`config.mk`:
```
export PLATFORM = sky130hd
export DESIGN_NAME = utf8_to_ucs2_decoder_unit
export DESIGN_NICKNAME = d
export VERILOG_FILES = /design/src/rtl/core/u8u2_pkg.sv /design/src/rtl/core/u8u2_front.sv /design/src/rtl/core/u8u2_fifo.sv /design/src/rtl/core/u8u2_back.sv /design/src/rtl/core/utf8_to_ucs2_decoder_unit.sv
export SDC_FILE = /design/constraint.sdc
export NUM_CORES = 1
export LEC_CHECK = 0
export ABC_AREA = 1
export BUFFER_PORTS_ARGS = -buffer_cell sky130_fd_sc_hd__buf_2
export CORE_MARGIN = 8
export CORE_UTILIZATION = 30
export DETAILED_ROUTE_END_ITERATION = 8
export GPL_ROUTABILITY_DRIVEN = 1
export PLACE_DENSITY_LB_ADDON = 0.12
export SYNTH_ARGS = -nofsm -noshare
export SYNTH_HDL_FRONTEND = slang
export SYNTH_SLANG_ARGS = --single-unit
```
`constraint.sdc`:
```
create_clock -name clk -period 4.5 [get_ports clk]
set_input_delay 0.45 -clock clk [delete_from_list [all_inputs] [get_ports clk]]
set_output_delay 0.45 -clock clk [all_outputs]
set_load 0.02 [all_outputs]
```
`src/rtl/core/u8u2_pkg.sv`:
```
// Types and constants shared by the UTF-8 to UCS-2 decoder
package u8u2_pkg;

	localparam int BYTE_W = 8;
	localparam int UNIT_W = 16;
	localparam int FIFO_DEPTH = 4;
	localparam logic [UNIT_W-1:0] MAX_UNITS_RST = 16'd255;

	// one queue entry: the results caused by one byte
	typedef struct packed {
		logic [UNIT_W-1:0] code;
		logic [UNIT_W-1:0] count;
		logic              has_unit;
		logic              has_end;
	} cmd_t;

endpackage

```
`src/rtl/core/u8u2_front.sv`:
```
// Front end: accepts bytes, tracks sequence state and issues result commands
module u8u2_front #(
	parameter int COUNT_BITS = 16
) (
	input  logic                           clk,
	input  logic                           arst_n,
	input  logic                           cfg_we,
	input  logic [u8u2_pkg::UNIT_W-1:0]    cfg_wdata,
	input  logic                           in_valid,
	output logic                           in_ready,
	input  logic [u8u2_pkg::BYTE_W-1:0]    in_byte,
	input  logic                           q_full,
	output logic                           q_push,
	output u8u2_pkg::cmd_t                 q_cmd
);

	localparam int CW = (COUNT_BITS > u8u2_pkg::UNIT_W) ? COUNT_BITS : u8u2_pkg::UNIT_W;

	logic [1:0]                     pend_q, pend_n;
	logic [u8u2_pkg::UNIT_W-1:0]    part_q, part_n, merged;
	logic [COUNT_BITS-1:0]          units_q, units_n, units_inc;
	logic                           disc_q, disc_n;
	logic [u8u2_pkg::UNIT_W-1:0]    max_q;
	logic [CW-1:0]                  done_ext, inc_ext, max_ext;
	logic                           take;

	assign in_ready  = !q_full;
	assign take      = in_valid && in_ready;
	assign units_inc = units_q + 1'b1;
	assign done_ext  = CW'(units_q);
	assign inc_ext   = CW'(units_inc);
	assign max_ext   = CW'(max_q);

	always_comb begin
		pend_n  = pend_q;
		part_n  = part_q;
		units_n = units_q;
		disc_n  = disc_q;
		q_push  = 1'b0;
		q_cmd   = '0;
		merged  = '0;
		if (take) begin
			if (disc_q) begin
				if (in_byte == '0) begin
					disc_n = 1'b0;
				end
			end else if (pend_q != 2'd0) begin
				if (in_byte == '0) begin
					// string ends mid-sequence: flush partial unit, then terminator
					q_push         = 1'b1;
					q_cmd.code     = part_q;
					q_cmd.count    = inc_ext[u8u2_pkg::UNIT_W-1:0];
					q_cmd.has_unit = 1'b1;
					q_cmd.has_end  = 1'b1;
					pend_n         = 2'd0;
					part_n         = '0;
					units_n        = '0;
				end else begin
					pend_n = pend_q - 2'd1;
					if (pend_n == 2'd1) begin
						merged = part_q | {4'b0, in_byte[5:0], 6'b0};
					end else begin
						merged = part_q | {10'b0, in_byte[5:0]};
					end
					if (pend_n != 2'd0) begin
						part_n = merged;
					end else begin
						q_push         = 1'b1;
						q_cmd.code     = merged;
						q_cmd.has_unit = 1'b1;
						part_n         = '0;
						units_n        = units_inc;
					end
				end
			end else if (in_byte == '0) begin
				q_push        = 1'b1;
				q_cmd.count   = done_ext[u8u2_pkg::UNIT_W-1:0];
				q_cmd.has_end = 1'b1;
				units_n       = '0;
			end else if (done_ext >= max_ext) begin
				// capacity reached
				q_push        = 1'b1;
				q_cmd.count   = done_ext[u8u2_pkg::UNIT_W-1:0];
				q_cmd.has_end = 1'b1;
				units_n       = '0;
				disc_n        = 1'b1;
			end else if (!in_byte[7]) begin
				q_push         = 1'b1;
				q_cmd.code     = {8'b0, in_byte};
				q_cmd.has_unit = 1'b1;
				units_n        = units_inc;
			end else if (!in_byte[5]) begin
				part_n = {5'b0, in_byte[4:0], 6'b0};
				pend_n = 2'd1;
			end else begin
				part_n = {in_byte[3:0], 12'b0};
				pend_n = 2'd2;
			end
		end
	end

	always_ff @(posedge clk or negedge arst_n) begin
		if (!arst_n) begin
			pend_q  <= '0;
			part_q  <= '0;
			units_q <= '0;
			disc_q  <= 1'b0;
			max_q   <= u8u2_pkg::MAX_UNITS_RST;
		end else begin
			pend_q  <= pend_n;
			part_q  <= part_n;
			units_q <= units_n;
			disc_q  <= disc_n;
			if (cfg_we) begin
				max_q <= cfg_wdata;
			end
		end
	end

endmodule

```
`src/rtl/core/u8u2_fifo.sv`:
```
// Short command queue between front and back end
module u8u2_fifo (
	input  logic           clk,
	input  logic           arst_n,
	input  logic           push,
	input  u8u2_pkg::cmd_t push_cmd,
	output logic           full,
	input  logic           pop,
	output logic           empty,
	output u8u2_pkg::cmd_t head
);

	localparam int AW = $clog2(u8u2_pkg::FIFO_DEPTH);

	u8u2_pkg::cmd_t mem [u8u2_pkg::FIFO_DEPTH];
	logic [AW-1:0]  wr_q, rd_q;
	logic [AW:0]    cnt_q;

	assign full  = (cnt_q == (AW+1)'(u8u2_pkg::FIFO_DEPTH));
	assign empty = (cnt_q == '0);
	assign head  = mem[rd_q];

	always_ff @(posedge clk) begin
		if (push) begin
			mem[wr_q] <= push_cmd;
		end
	end

	always_ff @(posedge clk or negedge arst_n) begin
		if (!arst_n) begin
			wr_q  <= '0;
			rd_q  <= '0;
			cnt_q <= '0;
		end else begin
			if (push) begin
				wr_q <= wr_q + 1'b1;
			end
			if (pop) begin
				rd_q <= rd_q + 1'b1;
			end
			case ({push, pop})
				2'b10:   cnt_q <= cnt_q + 1'b1;
				2'b01:   cnt_q <= cnt_q - 1'b1;
				default: cnt_q <= cnt_q;
			endcase
		end
	end

endmodule

```
`src/rtl/core/u8u2_back.sv`:
```
// Back end: expands queued commands into result items in an output register
module u8u2_back (
	input  logic                        clk,
	input  logic                        arst_n,
	input  logic                        q_empty,
	input  u8u2_pkg::cmd_t              q_head,
	output logic                        q_pop,
	output logic                        out_valid,
	input  logic                        out_ready,
	output logic [u8u2_pkg::UNIT_W-1:0] out_code,
	output logic [u8u2_pkg::UNIT_W-1:0] out_count,
	output logic                        out_end,
	output logic                        out_last
);

	logic vld_q;
	logic phase_q;
	logic load;
	logic emit_unit;

	assign load      = !vld_q || out_ready;
	assign emit_unit = q_head.has_unit && !phase_q;
	assign q_pop     = load && !q_empty && !(emit_unit && q_head.has_end);
	assign out_valid = vld_q;

	always_ff @(posedge clk or negedge arst_n) begin
		if (!arst_n) begin
			vld_q   <= 1'b0;
			phase_q <= 1'b0;
		end else if (load) begin
			vld_q <= !q_empty;
			if (!q_empty) begin
				phase_q <= emit_unit && q_head.has_end;
			end
		end
	end

	always_ff @(posedge clk) begin
		if (load && !q_empty) begin
			if (emit_unit) begin
				out_code  <= q_head.code;
				out_count <= '0;
				out_end   <= 1'b0;
				out_last  <= !q_head.has_end;
			end else begin
				out_code  <= '0;
				out_count <= q_head.count;
				out_end   <= 1'b1;
				out_last  <= 1'b1;
			end
		end
	end

endmodule

```
`src/rtl/core/utf8_to_ucs2_decoder_unit.sv`:
```
// UTF-8 to UCS-2 decoder top level
//
//  port group   dir  payload (low bit first)
//  s_t*         in   tdata: in_byte[7:0]
//  m_t*         out  tdata: code_unit[15:0], unit_count[31:16]; tuser: is_end; tlast: last
//  cfg_*        in   max_units[15:0]
//
// One byte accepted per cycle while the queue is not full; a result is queued, then loaded into the output register.
// A NUL inside a multi-byte sequence gives two items; the back end emits the unit and then
// the terminator from one queue entry while the 4-entry queue keeps taking bytes.
// Reset clears all sequence state and loads max_units with 255.
// s_tready falls only when the queue is full; m_tready low stalls the output register.
module utf8_to_ucs2_decoder_unit #(
	parameter int COUNT_BITS = 16
) (
	input  logic        clk,
	input  logic        arst_n,
	input  logic        cfg_we,
	input  logic [15:0] cfg_wdata,   // max_units
	input  logic        s_tvalid,
	output logic        s_tready,
	input  logic [7:0]  s_tdata,     // in_byte
	output logic        m_tvalid,
	input  logic        m_tready,
	output logic [31:0] m_tdata,     // code_unit[15:0], unit_count[31:16]
	output logic        m_tuser,     // is_end
	output logic        m_tlast
);

	logic           q_push, q_full, q_pop, q_empty;
	u8u2_pkg::cmd_t q_cmd, q_head;
	logic [15:0]    code, count;

	u8u2_front #(.COUNT_BITS(COUNT_BITS)) u_front (
		.clk       (clk),
		.arst_n    (arst_n),
		.cfg_we    (cfg_we),
		.cfg_wdata (cfg_wdata),
		.in_valid  (s_tvalid),
		.in_ready  (s_tready),
		.in_byte   (s_tdata),
		.q_full    (q_full),
		.q_push    (q_push),
		.q_cmd     (q_cmd)
	);

	u8u2_fifo u_fifo (
		.clk      (clk),
		.arst_n   (arst_n),
		.push     (q_push),
		.push_cmd (q_cmd),
		.full     (q_full),
		.pop      (q_pop),
		.empty    (q_empty),
		.head     (q_head)
	);

	u8u2_back u_back (
		.clk       (clk),
		.arst_n    (arst_n),
		.q_empty   (q_empty),
		.q_head    (q_head),
		.q_pop     (q_pop),
		.out_valid (m_tvalid),
		.out_ready (m_tready),
		.out_code  (code),
		.out_count (count),
		.out_end   (m_tuser),
		.out_last  (m_tlast)
	);

	assign m_tdata = {count, code};

endmodule

```
==> metrics.md <==
| Metric | Value |
|---|---|
| RSZ-0062 raised after global routing | `false` |
| Post-Route Setup TNS | `0 ns` |
| Routed wl met3 | `~1000 um` |
| Mapped Area | `approximately 0.010 mm^2` |
| CTS Sinks | `230` |
| Syn. warnings | `0` |
| Final Skew | `~0.015 ns` |
| Min cycle time layout | `roughly 3.1 ns` |
| Largest net degree at the start of global routing | `44` |
| Max-slew violations | `0` |
| Power per Cell Area | `670 mW/mm^2` |
| Final layout net count | `between 1k and 1.5k` |
| Logic pwr share | `roughly 33%` |
| CP endpoint kind | `flip-flop` |
| Worst hold path type | `in2reg` |
| Final Util | `~35%` |
| Slew @ Worst Pin | `around 0.92 ns` |
| DR WL/cell | `about 17 um` |
| Post CTS Setup Buffer Count | `0` |
| Hold Path Stages | `3` |
| Crit-path max cell delay | `between 0.5 and 0.6 ns` |
| RR Endpoint | `u_fifo.cnt_q[2]$_DFFE_PN0P_` |
| Async SR Flop Fraction | `a little over a quarter` |
| # DRC | `0` |
| Post-synth EDFFs | `170` |
| Fmax | `~320 MHz` |
| Full die area | `about 0.04 mm^2` |
| TritonCTS Buffers | `28` |
| Worst-Skew Late Latency | `0.54 ns` |
| Vias per Instance | `between 4 and 5` |
| Slew HR | `between 30% and 40%` |
| Post-synthesis sequential area ratio | `between 60 and 70%` |
| GRT Total Usage | `around an eighth` |
| Starting Density | `a little under a third` |
| Pint | `between 5 and 6 mW` |
| Congestion Overflow GR | `0` |
| Synth area leader | `edfxtp_1` |
| Net switching power | `just over 3 mW` |
| Number of synthesized register bits | `230` |
| # port buffers | `64` |
| WHS Endpoint | `u_front.max_ext[10]$_DFFE_PN0P_` |
| CP Buf/Inv Count | `3` |
| Ant diodes | `0` |
| CP top delay family | `simple AND/OR/NAND/NOR gates` |
| Die Ht | `approximately 200 um` |
| Antenna-violating nets left | `0` |
| Min-delay src | `cfg_wdata[10]` |
| Seq pwr share | `around 39%` |
| Antenna violations before repair | `0` |
| Setup CP Type | `reg2reg` |
| Area grow syn2layout | `17.0%` |
| CTS resizes | `0` |
| Mapped Cells | `a little under 1k` |
| First-pass GRT wire length | `about 40000 um` |
| Syn Nets | `1046` |
| Wire length on met2 | `approximately 12000 um` |
| Iter 0 DRT Violations | `371` |
| CTS tree | `yes` |
| Maximum root-to-sink buffer count | `3` |
| Wire length on met1 | `12500 um` |
| Status | `finished, final reports clean` |
| Via count | `just under 7k` |
| Setup violators final | `0` |
| Max cap viols | `0` |
| Reg2Reg Depth | `17` |
| R2r startpoint | `u_front.max_ext[7]$_DFFE_PN1P_` |
| Maximum vdd drop | `between 0.2 and 0.3 mV` |
| CP Max Fanout | `26` |
| Clock share of power | `roughly 28%` |
| Tcrit/Tclk final | `between 60% and 70%` |
| Root Driver | `clkbuf_16` |
| Top_reg_cell synth | `edfxtp_1` |
| CP startpoint kind | `flip-flop` |
| CP max stage cell | `dfstp_2` |
| Crit path DAT | `between 3 and 4 ns` |
| Fin. Hold Viols | `0` |
| Hpwl dp | `between 15000 and 20000 um` |
| Chip width | `roughly 200 um` |
| Avg Synthesized Cell Area | `approximately 10 um^2` |
| Clk slew on worst S/H paths | `roughly 0.06 ns` |
| Gpl congestion | `0.757` |
| CP most frequent cell | `nand2_1` |
| Sw Share | `around 37%` |
| R2R Setup Slk | `approximately 1.4 ns` |
| Crit path cell chain | `inv_1 > ha_1 > nand2_1 > inv_1 > nand2_1 > nand2_1 > nor2_1 > nand2_1 > nand2_2 > nand4_1 > nand2_4 > ha_1 > inv_1 > fa_1 > a21oi_1 > o21ai_0 > xor2_1` |
| Netlist cell types | `44` |
| Final WL | `25700 um` |
| Data required, critical path | `roughly 4.9 ns` |
| Vias in the first global route | `about 7k` |
| Top cell type's share of synthesized area | `roughly half` |
| Top post-synthesis cells by area | `edfxtp_1, dfrtp_1, nand2_1, nor2_1, o21ai_0` |
| Leakage | `approximately 5 nW` |
| Htree depth | `1` |
| CORE AREA | `around 0.034 mm^2` |
| I/O pin count | `65` |
| Layout cell share with drive strength beyond 1 | `15.8%` |
| Drt first pass iters | `4` |
| Highest Signal Layer | `met4` |
| Rows | `68` |
## cell usage after synthesis (all sizes together), types with 8 or more instances
master  count
clkbuf     25
dfrtp      52
nand3      38
nand4      14
nand2     160
a21oi      56
o22ai      21
inv        96
buf        20
ha         25
dfstp       8
edfxtp    170
xor2       14
o21ai     115
nor2      151
## layer usage
layer	GRT usage, %	vias up
met2	20.0	109
met3	2.05	27
met4	2.46	0
li1	-	3510
met1	17.8	3276
met5	0	-
## worst max path at each step
stage	start	endpoint	slack (ns)	cells after the start
after floorplan	u_fifo.cnt_q[0]$_DFFE_PN0P_	u_fifo.cnt_q[2]$_DFFE_PN0P_	0.56	10
after global placement	u_front.max_ext[7]$_DFFE_PN1P_	u_fifo.cnt_q[2]$_DFFE_PN0P_	1.35	17
after detailed placement	u_front.max_ext[7]$_DFFE_PN1P_	u_fifo.cnt_q[2]$_DFFE_PN0P_	1.37	17
after CTS	u_front.max_ext[7]$_DFFE_PN1P_	u_fifo.cnt_q[2]$_DFFE_PN0P_	1.34	17
after global routing	u_front.max_ext[7]$_DFFE_PN1P_	u_fifo.cnt_q[2]$_DFFE_PN0P_	1.01	17
final	u_front.max_ext[7]$_DFFE_PN1P_	u_fifo.cnt_q[2]$_DFFE_PN0P_	1.39	17
## layout make-up
| class | count | area, um^2 |
|---|---|---|
| Clock buffer | 38 | 800 |
| Clock inverter | 14 | 144 |
| Fill cell | 3520 | 22200 |
| Inverter | 96 | 363 |
| Multi-Input combinational cell | 620 | 3250 |
| Sequential cell | 230 | 6620 |
| Tap cell | 455 | 569 |
| Timing Repair Buffer | 79 | 435 |
## registers in the layout, indices dropped and copies added (netlist names)
name              flops
u_front.part_q       16
u_front.done_ext     16
u_front.disc_q        1
u_front.max_ext      16
u_back.out_end        1
u_back.out_code      16
u_front.pend_q        2
u_back.out_last       1
u_fifo.cnt_q          3
u_fifo.rd_q           2
u_back.phase_q        1
u_fifo.mem          136
u_back.out_valid      1
u_back.out_count     16
u_fifo.wr_q           2
## through the flow
stage	total power, mW	cell area [um^2]	hold slack [ns]	setup WS, ns	std cells
after floorplan	5.07	10400	0.154	0.564	991
after global placement	5.99	11200	0.457	1.35	1479
after detailed placement	5.99	11200	0.467	1.37	1479
after CTS	8.30	12200	0.0969	1.34	1532
after global routing	8.71	12200	0.111	1.01	1532
final	8.16	12200	0.116	1.39	1532
## power by group through the flow
stage / clock, mW / combinational, mW / sequential, mW
3_5_place_dp: 0 / 2.77 / 3.22
6_report: 2.28 / 2.71 / 3.17
5_1_grt: 2.43 / 3.06 / 3.22
2_1_floorplan: 0 / 1.71 / 3.36
4_1_cts: 2.34 / 2.78 / 3.18
3_3_place_gp: 0 / 2.78 / 3.21
## tightest hold or removal path, cell delays in order
cell and delay, ns:
buf_2 0.07, nand2_1 0.04, o21ai_0 0.05
## cells by family (layout without fill, tap and decap cells)
group                    after synthesis  after routing  share of synthesized area (%)
buffers and inverters                141            227                           5.62
AND/OR/NAND/NOR                      372            372                           15.6
XOR/XNOR                              16             16                           1.35
adder cells (fa/ha/maj)               26             26                           3.20
flip-flops                           230            230                           63.6
multiplexers                           1              1                          0.108
AO/OA/AOI/OAI                        205            205                           10.5
## cell usage in the layout, fill, tap and decap left out, drive strengths merged, types with 21 or more instances in the layout
master and count:
inv 95, a21oi 56, o21ai 115, buf 78, nand2 160, nor2 151, ha 25, dfrtp 52
clkbuf 38, edfxtp 170, o22ai 21, nand3 38
## what timing repair did
| action | in CTS | in global routing |
|---|---|---|
| hold buffers | 1 | 0 |
| endpoints found under the setup margin | 0 | 0 |
| endpoints found under the hold margin | 20 | 0 |
Power figures use the tool's default switching activity.
